File: config.mk
export PLATFORM = sky130hd
export DESIGN_NAME = rc_ppm_channel_decoder
export DESIGN_NICKNAME = d
export VERILOG_FILES = /design/src/hdl/rcppm_pkg.sv /design/src/hdl/rcppm_apb_regs.sv /design/src/hdl/rcppm_decode_core.sv /design/src/hdl/rc_ppm_channel_decoder.sv
export SDC_FILE = /design/constraint.sdc
export NUM_CORES = 1
export LEC_CHECK = 0
export BUFFER_PORTS_ARGS = -buffer_cell sky130_fd_sc_hd__buf_2
export CAP_MARGIN = 20
export CELL_PAD_IN_SITES_DETAIL_PLACEMENT = 0
export CELL_PAD_IN_SITES_GLOBAL_PLACEMENT = 1
export CORE_MARGIN = 4
export CORE_UTILIZATION = 35
export DETAILED_ROUTE_END_ITERATION = 7
export PLACE_DENSITY = 0.78
export SLEW_MARGIN = 0
export SYNTH_ARGS = -nofsm -noshare
export SYNTH_HDL_FRONTEND = slang
export SYNTH_SLANG_ARGS = --single-unit
File: constraint.sdc
create_clock -name i_clk -period 5.87 [get_ports i_clk]
set_clock_uncertainty 0.15 [all_clocks]
set_input_delay 0.2935 -clock i_clk [delete_from_list [all_inputs] [get_ports i_clk]]
set_output_delay 0.2935 -clock i_clk [all_outputs]
set_load 0.01 [all_outputs]
File: src/hdl/rcppm_pkg.sv
// Shared types and constants for the RC pulse-position channel decoder.
// Used by rcppm_apb_regs, rcppm_decode_core and rc_ppm_channel_decoder.
package rcppm_pkg;

    // Width of the free-running capture timer.
    localparam int STAMP_BITS = 16;
    // A channel width is half a timestamp difference.
    localparam int WIDTH_BITS = STAMP_BITS - 1;

    // Event kinds.
    localparam logic KIND_EDGE    = 1'b0;
    localparam logic KIND_TIMEOUT = 1'b1;

    // Edge counter values with a special meaning.
    localparam logic [2:0] IDX_SYNC       = 3'd0;
    localparam logic [2:0] IDX_LAST_STICK = 3'd5;
    localparam logic [2:0] IDX_AUX_SIX    = 3'd6;
    localparam logic [2:0] IDX_AUX_SEVEN  = 3'd7;

    // Register indexes on the configuration port.
    localparam logic [1:0] REG_NEG_POLARITY = 2'd0;
    localparam logic [1:0] REG_THR_ON_CH3   = 2'd1;
    localparam logic [1:0] REG_SWAP_RP      = 2'd2;
    localparam logic [1:0] REG_NEUTRAL      = 2'd3;

    localparam logic [7:0] NEUTRAL_RESET = 8'd128;

    typedef struct packed {
        logic       negative_polarity;
        logic       throttle_on_ch3;
        logic       swap_roll_pitch;
        logic [7:0] stick_neutral;
    } t_cfg;

    typedef struct packed {
        logic        kind;
        logic [15:0] capture_time;
        logic        updates_masked;
    } t_in_item;

    typedef struct packed {
        logic              long_timeout;
        logic              frame_done;
        logic [7:0]        throttle;
        logic signed [7:0] roll;
        logic signed [7:0] pitch;
        logic signed [7:0] yaw;
        logic [7:0]        aux_five;
        logic [7:0]        aux_six;
        logic [7:0]        aux_seven;
        logic              signal_lost;
        logic              fresh_values;
    } t_result;

endpackage

File: src/hdl/rcppm_apb_regs.sv
// Configuration registers behind an APB-style port.
// Depends on rcppm_pkg for the register indexes and the t_cfg struct.
module rcppm_apb_regs (
    input  logic               i_clk,
    input  logic               i_rst_n,
    input  logic               psel,
    input  logic               penable,
    input  logic               pwrite,
    input  logic [3:0]         paddr,
    input  logic [31:0]        pwdata,
    output logic [31:0]        prdata,
    output logic               pready,
    output rcppm_pkg::t_cfg    o_cfg
);

    rcppm_pkg::t_cfg r_cfg;
    logic [1:0]      reg_idx;
    logic            wr_en;

    assign reg_idx = paddr[3:2];
    assign wr_en   = psel && penable && pwrite;
    assign pready  = 1'b1;
    assign o_cfg   = r_cfg;

    always_ff @(posedge i_clk) begin
        if (!i_rst_n) begin
            r_cfg.negative_polarity <= 1'b0;
            r_cfg.throttle_on_ch3   <= 1'b0;
            r_cfg.swap_roll_pitch   <= 1'b0;
            r_cfg.stick_neutral     <= rcppm_pkg::NEUTRAL_RESET;
        end else if (wr_en) begin
            unique case (reg_idx)
                rcppm_pkg::REG_NEG_POLARITY: r_cfg.negative_polarity <= pwdata[0];
                rcppm_pkg::REG_THR_ON_CH3:   r_cfg.throttle_on_ch3   <= pwdata[0];
                rcppm_pkg::REG_SWAP_RP:      r_cfg.swap_roll_pitch   <= pwdata[0];
                rcppm_pkg::REG_NEUTRAL:      r_cfg.stick_neutral     <= pwdata[7:0];
                default: ;
            endcase
        end
    end

    always_comb begin
        prdata = 32'd0;
        unique case (reg_idx)
            rcppm_pkg::REG_NEG_POLARITY: prdata = {31'd0, r_cfg.negative_polarity};
            rcppm_pkg::REG_THR_ON_CH3:   prdata = {31'd0, r_cfg.throttle_on_ch3};
            rcppm_pkg::REG_SWAP_RP:      prdata = {31'd0, r_cfg.swap_roll_pitch};
            rcppm_pkg::REG_NEUTRAL:      prdata = {24'd0, r_cfg.stick_neutral};
            default:                     prdata = 32'd0;
        endcase
    end

endmodule

File: src/hdl/rcppm_decode_core.sv
// Frame decoder state and result register; one event is processed per enable.
// Depends on rcppm_pkg for the item, result and configuration types.
module rcppm_decode_core (
    input  logic                  i_clk,
    input  logic                  i_rst_n,
    input  logic                  i_en,
    input  rcppm_pkg::t_in_item   i_item,
    input  rcppm_pkg::t_cfg       i_cfg,
    output rcppm_pkg::t_result    o_result
);

    localparam int SB = rcppm_pkg::STAMP_BITS;
    localparam int WB = rcppm_pkg::WIDTH_BITS;

    logic [2:0]          r_edge_index,  n_edge_index;
    logic                r_edge_select, n_edge_select;
    logic                r_first_to,    n_first_to;
    logic                r_frame_ok,    n_frame_ok;
    logic [SB-1:0]       r_last_stamp,  n_last_stamp;
    logic [WB-1:0]       r_chan_width [4];
    logic [WB-1:0]       n_chan_width [4];
    rcppm_pkg::t_result  r_res,         n_res;

    logic [SB-1:0] stamp;
    logic [SB-1:0] diff;
    logic [WB-1:0] width;
    logic          sel_toggled;
    logic          pol_bad;
    logic          range_ok;
    logic [WB-1:0] thr_w, roll_w, pitch_w;
    logic [1:0]    wr_slot;

    assign stamp       = i_item.capture_time[SB-1:0];
    assign diff        = stamp - r_last_stamp;
    assign width       = diff[SB-1:1];
    assign sel_toggled = ~r_edge_select;
    // Even edge indexes expect the first polarity, odd ones the other.
    assign pol_bad     = (i_cfg.negative_polarity ^ sel_toggled) != ~r_edge_index[0];
    assign wr_slot     = 2'(r_edge_index - 3'd1);
    assign range_ok    = (r_chan_width[0][WB-1:8] == (WB-8)'(1))
                      && (r_chan_width[1][WB-1:8] == (WB-8)'(1))
                      && (r_chan_width[2][WB-1:8] == (WB-8)'(1))
                      && (r_chan_width[3][WB-1:8] == (WB-8)'(1))
                      && (width[WB-1:8] == (WB-8)'(1));

    always_comb begin
        if (i_cfg.throttle_on_ch3) begin
            thr_w = r_chan_width[2];
            if (i_cfg.swap_roll_pitch) begin
                roll_w  = r_chan_width[1];
                pitch_w = r_chan_width[0];
            end else begin
                roll_w  = r_chan_width[0];
                pitch_w = r_chan_width[1];
            end
        end else begin
            thr_w   = r_chan_width[0];
            roll_w  = r_chan_width[1];
            pitch_w = r_chan_width[2];
        end
    end

    always_comb begin
        n_edge_index  = r_edge_index;
        n_edge_select = r_edge_select;
        n_first_to    = r_first_to;
        n_frame_ok    = r_frame_ok;
        n_last_stamp  = r_last_stamp;
        n_chan_width  = r_chan_width;
        n_res         = r_res;
        n_res.frame_done = 1'b0;

        if (i_item.kind == rcppm_pkg::KIND_TIMEOUT) begin
            if (r_first_to) begin
                // Second expiry in a row: restart with the short period.
                n_res.long_timeout = 1'b0;
                n_res.fresh_values = 1'b0;
                n_res.signal_lost  = 1'b1;
                n_frame_ok         = 1'b1;
                n_edge_index       = rcppm_pkg::IDX_SYNC;
                n_edge_select      = i_cfg.negative_polarity;
            end else begin
                n_first_to         = 1'b1;
                n_res.long_timeout = 1'b1;
                n_edge_index       = rcppm_pkg::IDX_SYNC;
            end
        end else begin
            if (i_item.updates_masked) begin
                n_frame_ok = 1'b0;
            end
            n_first_to         = 1'b0;
            n_edge_select      = sel_toggled;
            n_res.long_timeout = 1'b0;
            if (pol_bad) begin
                n_res.fresh_values = 1'b0;
                n_res.signal_lost  = 1'b1;
                n_frame_ok         = 1'b1;
                n_edge_index       = rcppm_pkg::IDX_SYNC;
                n_edge_select      = i_cfg.negative_polarity;
            end else begin
                n_last_stamp = stamp;
                case (r_edge_index)
                    rcppm_pkg::IDX_SYNC: begin
                        n_edge_index = 3'd1;
                    end
                    rcppm_pkg::IDX_LAST_STICK: begin
                        if (!range_ok) begin
                            n_res.fresh_values = 1'b0;
                            n_res.signal_lost  = 1'b1;
                            n_frame_ok         = 1'b1;
                            n_edge_index       = rcppm_pkg::IDX_SYNC;
                            n_edge_select      = i_cfg.negative_polarity;
                        end else begin
                            n_res.throttle     = thr_w[7:0];
                            n_res.roll         = roll_w[7:0] - i_cfg.stick_neutral;
                            n_res.pitch        = pitch_w[7:0] - i_cfg.stick_neutral;
                            n_res.yaw          = r_chan_width[3][7:0] - i_cfg.stick_neutral;
                            n_res.aux_five     = width[7:0];
                            n_res.aux_six      = 8'd0;
                            n_res.aux_seven    = 8'd0;
                            n_res.signal_lost  = 1'b0;
                            n_res.fresh_values = n_frame_ok;
                            n_res.frame_done   = 1'b1;
                            n_frame_ok         = 1'b1;
                            n_edge_index       = rcppm_pkg::IDX_AUX_SIX;
                        end
                    end
                    rcppm_pkg::IDX_AUX_SIX: begin
                        n_res.aux_six = width[7:0];
                        n_edge_index  = rcppm_pkg::IDX_AUX_SEVEN;
                    end
                    rcppm_pkg::IDX_AUX_SEVEN: begin
                        n_res.aux_seven = width[7:0];
                        n_edge_index    = rcppm_pkg::IDX_SYNC;
                    end
                    default: begin
                        // Channels one to four are stored for the frame check.
                        n_chan_width[wr_slot] = width;
                        n_edge_index          = r_edge_index + 3'd1;
                    end
                endcase
            end
        end
    end

    always_ff @(posedge i_clk) begin
        if (!i_rst_n) begin
            r_edge_index  <= rcppm_pkg::IDX_SYNC;
            r_edge_select <= 1'b0;
            r_first_to    <= 1'b0;
            r_frame_ok    <= 1'b0;
            r_res         <= '{signal_lost: 1'b1, default: '0};
        end else if (i_en) begin
            r_edge_index  <= n_edge_index;
            r_edge_select <= n_edge_select;
            r_first_to    <= n_first_to;
            r_frame_ok    <= n_frame_ok;
            r_res         <= n_res;
        end
    end

    always_ff @(posedge i_clk) begin
        if (i_en) begin
            r_last_stamp <= n_last_stamp;
            r_chan_width <= n_chan_width;
        end
    end

    assign o_result = r_res;

endmodule

File: src/hdl/rc_ppm_channel_decoder.sv
// Top level of the RC pulse-position channel decoder: input register,
// output valid tracking and the configuration port. Uses rcppm_pkg,
// rcppm_apb_regs and rcppm_decode_core.
//
//   channel   direction   handshake                payload
//   in        input       i_in_valid / o_in_stall   t_in_item
//   out       output      o_out_valid / i_out_stall t_result
//   cfg       input       APB write, psel..pready   4 registers at 4*i
//
// One event is taken per cycle while the input is not stalled; it is held in the input
// register, then moves through the decoder into its result register, where it is valid.
// Reset is synchronous; it clears the decoder's edge and frame state, loads the register
// defaults and shows signal_lost high in the held result fields.
// A stalled result holds both stages; the input side stalls only when the
// input register is full and cannot move on.
module rc_ppm_channel_decoder (
    input  logic                 i_clk,
    input  logic                 i_rst_n,
    input  logic                 i_in_valid,
    output logic                 o_in_stall,
    input  rcppm_pkg::t_in_item  i_in_data,
    output logic                 o_out_valid,
    input  logic                 i_out_stall,
    output rcppm_pkg::t_result   o_out_data,
    input  logic                 psel,
    input  logic                 penable,
    input  logic                 pwrite,
    input  logic [3:0]           paddr,
    input  logic [31:0]          pwdata,
    output logic [31:0]          prdata,
    output logic                 pready
);

    rcppm_pkg::t_cfg     cfg;
    rcppm_pkg::t_in_item r_in;
    logic                r_in_valid;
    logic                r_out_valid;
    logic                advance;

    assign advance     = !r_out_valid || !i_out_stall;
    assign o_in_stall  = r_in_valid && !advance;
    assign o_out_valid = r_out_valid;

    always_ff @(posedge i_clk) begin
        if (!i_rst_n) begin
            r_in_valid  <= 1'b0;
            r_out_valid <= 1'b0;
        end else begin
            if (!o_in_stall) begin
                r_in_valid <= i_in_valid;
            end
            if (advance) begin
                r_out_valid <= r_in_valid;
            end
        end
    end

    always_ff @(posedge i_clk) begin
        if (i_in_valid && !o_in_stall) begin
            r_in <= i_in_data;
        end
    end

    rcppm_apb_regs u_regs (
        .i_clk   (i_clk),
        .i_rst_n (i_rst_n),
        .psel    (psel),
        .penable (penable),
        .pwrite  (pwrite),
        .paddr   (paddr),
        .pwdata  (pwdata),
        .prdata  (prdata),
        .pready  (pready),
        .o_cfg   (cfg)
    );

    rcppm_decode_core u_core (
        .i_clk    (i_clk),
        .i_rst_n  (i_rst_n),
        .i_en     (r_in_valid && advance),
        .i_item   (r_in),
        .i_cfg    (cfg),
        .o_result (o_out_data)
    );

endmodule
==> flow_metrics.tcl <==
set metrics [dict create \
    outcome "finished clean" \
    synth_area_um2 8490 \
    total_clock_buffers_created_by_cts 17 \
    globalplace.congestion 0.833 \
    detailedRoute.firstIterationViolations 295 \
    seqCellArea_um2 4400 \
    port_buffers 104 \
    h-tree-depth 4 \
    seq_area_frac_synth_pct 51.9 \
    floorplan.die.width_um 164 \
    max_cap_violations 0 \
    wl_per_cell_um 15.1 \
    cp_data_arrival_time_ns 4.31 \
    hold_wc_path_type "input pin to flop" \
    synthFlopType "sky130_fd_sc_hd__edfxtp_1" \
    vias_in_the_first_global_route 5555 \
    fp.dieH_um 164 \
    grt_start_max_net_pins 71 \
    yosys_register_bits 173 \
    layout.cells.most_common "sky130_fd_sc_hd__buf_2" \
    synthTopCellsByArea "sky130_fd_sc_hd__edfxtp_1 (33%), sky130_fd_sc_hd__dfxtp_1 (19%), sky130_fd_sc_hd__mux2i_1 (7.3%), sky130_fd_sc_hd__ha_1 (6.2%), sky130_fd_sc_hd__nor2b_1 (3.8%)" \
    clock_tree.root_cell "sky130_fd_sc_hd__clkbuf_16" \
    routed_wl_um 18000 \
    timing.final.ws_setup_ns 1.73 \
    final_layout_size_suffix_gt1_share_pct 18.7 \
    floorplan.initialDensity_pct 35.9 \
    top_library_cells_by_usage_in_the_layout_fill_and_taps_aside "sky130_fd_sc_hd__buf_2 (104), sky130_fd_sc_hd__edfxtp_1 (94), sky130_fd_sc_hd__dfxtp_1 (79)" \
    site_row_count 56 \
    floorplan.die_area_um2 26800 \
    fin_crit_sh_pct 70.5 \
    period_minus_slack_ns 4.14 \
    clkTransAtPathRegs_ns 0.07 \
    antenna_found_initial 0 \
    n_fill_cell 2329 \
    worst_margin_pin_slew_ns 0.856 \
    critPathMaxFanout 38 \
    clock_buffer_depth 2 \
    antenna_violating_nets_post_route 0 \
    final_max_tran_viols 0 \
    netlist_instances 736 \
    total_leakage_power_nw 3.96 \
    route.detailed.vias_per_inst 4.65 \
    crit_type "flop to flop" \
    syn-mean-instance-area_um2 11.5 \
    grt_use_total_pct 13.9 \
    unrepaired_setup_endpoints_after_global_routing "false" \
    gr-total-overflow 0 \
    detailedPlacementHpwl_um 13100 \
    clock_tree_from_tritoncts "done" \
    syn2layout_area_growth_pct 18.7 \
    cts_resized 0 \
    fin_nets 971 \
    first_pass_grt_wire_length_um 29200 \
    synth_top_cell_by_area "sky130_fd_sc_hd__edfxtp_1" \
    ys_async_sr_fraction_pct 0 \
    ir_worst_vdd_mv 0.187 \
    total_power_mw 2.63 \
    preCtsSetupSlack_ns 1.63 \
    fmax_mhz 242 \
    drt_first_pass_iters 5 \
    cp-start-kind "flop" \
    final_hold_viol_count 0 \
    timing.setup.tns_ns 0 \
    worstSkewPairLatency_ns 0.44 \
    fin_util_pct 42.6 \
    cts.sink_count 173 \
    yosysWarningCount 0 \
    cts.repair_timing.setup_buffer_count 0 \
    top_level_ports 156 \
    synthDominantCellAreaShare_pct 33.2 \
    netlist-cell-type-count 60 \
    footprint_of_the_multi_input_gates_um2 3690 \
    antenna_cells_inserted 0 \
    synth-edff-count 94 \
    design.core.area_um2 23700 \
    post-route-drc-count 0 \
    crit_required_ns 6.04 \
    setup_violations 0 \
    powerDensity_nw_per_um2 261 \
    relSlewSlack_pct 42.7 \
    vias 5566 \
    cp-end-kind "flop" \
]
==> synthesized netlist by cell type, drive strengths merged (2+ instances only) <==
master and count:
nor2b 51, and2 12, xor2 16, conb 2
inv 43, a211oi 4, clkbuf 15, o21a 2
a31oi 4, o211a 3, o21bai 3, o211ai 2
fa 4, nor4bb 2, or3b 2, nand3 10
nand2b 8, nand4 7, nand2 37, nor2 32
nor4b 4, a32o 15, o21ai 17, and3 6
nor4 10, a21boi 6, a21oi 28, a22o 2
a31o 3, buf 37, edfxtp 94, ha 42
dfxtp 79, mux2i 62, nor3 6, mux2 13
xnor2 21, a21o 19
==> area by class of cell <==
class	instances	area share, %
inverters	43	1.60
clock inverters	15	1.43
flip-flops and latches	173	43.7
clock buffers	17	4.22
well taps	319	3.96
multi-input cells	491	36.6
repair buffers	138	8.52
==> path summary, 6_finish.rpt <==
path / startpoint / to / slack [ns] / depth (start not counted)
min: paddr[3] / u_regs.o_cfg[8]$_SDFFE_PN0P_ / 0.04 / 3
max reg2reg: r_in[1]$_DFFE_PP_ / u_core.o_result[24]$_SDFFE_PN0P_ / 1.73 / 12
max: r_in[1]$_DFFE_PP_ / u_core.o_result[24]$_SDFFE_PN0P_ / 1.73 / 12
min reg2reg: r_in[1]$_DFFE_PP_ / u_core.r_last_stamp[0]$_DFFE_PP_ / 0.31 / 0
==> power breakdown <==
part | total, mW | leakage, nW | switching (mW) | internal [mW]
logic | 0.218 | 2.18 | 0.136 | 0.0823
clock network | 1.09 | 0.276 | 0.525 | 0.565
registers | 1.32 | 1.50 | 0.00942 | 1.31
==> sequential cells by signal, indices dropped and copies added (netlist names) <==
register,cells
u_core.r_chan_width,60
r_in_valid,1
u_core.o_result,60
u_regs.o_cfg,11
r_in,18
u_core.r_edge_select,1
u_core.r_first_to,1
u_core.r_frame_ok,1
u_core.r_edge_index,3
u_core.r_last_stamp,16
o_out_valid,1
==> stage by stage <==
step | cells | hold slack [ns] | cell area [um^2]
2_1_floorplan | 759 | 0.242 | 8580
3_3_place_gp | 1136 | 0.280 | 9230
3_5_place_dp | 1136 | 0.294 | 9230
4_1_cts | 1196 | 0.0318 | 10100
5_1_grt | 1196 | 0.0482 | 10100
6_report | 1196 | 0.0412 | 10100
==> logic make-up after synthesis <==
| family | share of synthesized area (%) |
|---|---|
| simple gates | 12.3 |
| mux | 9.30 |
| fa+ha+maj | 7.13 |
| flops | 51.9 |
| xor+xnor | 3.82 |
| buf+inv | 5.82 |
| other cells | 0.0885 |
| compound gates | 9.65 |
==> worst max-delay path, stage by stage (launching register included) <==
cell	delay, ns
sky130_fd_sc_hd__edfxtp_1	0.38
sky130_fd_sc_hd__nand2b_1	0.19
sky130_fd_sc_hd__fa_1	0.42
sky130_fd_sc_hd__a21o_1	0.23
sky130_fd_sc_hd__a221oi_2	0.38
sky130_fd_sc_hd__o21ai_2	0.16
sky130_fd_sc_hd__a31oi_1	0.21
sky130_fd_sc_hd__xor2_1	0.30
sky130_fd_sc_hd__nand4_1	0.21
sky130_fd_sc_hd__nor4_4	0.68
sky130_fd_sc_hd__buf_12	0.34
sky130_fd_sc_hd__mux2i_1	0.24
sky130_fd_sc_hd__nor2b_1	0.06
==> what timing repair did <==
item	CTS	global route
endpoints found under the hold margin	29	0
hold buffers	28	0
setup endpoints to repair	0	0
==> layer usage <==
| layer | routed length, um | GRT usage, % | vias to the layer above |
|---|---|---|---|
| li1 | - | - | 2852 |
| met1 | 8250 | 18.5 | 2597 |
| met2 | 8690 | 22.8 | 113 |
| met3 | 1000 | 3.19 | 4 |
| met4 | 68 | 4.00 | 0 |
| met5 | 0 | 0 | - |
No activity file was read; power rests on OpenSTA's default activity.
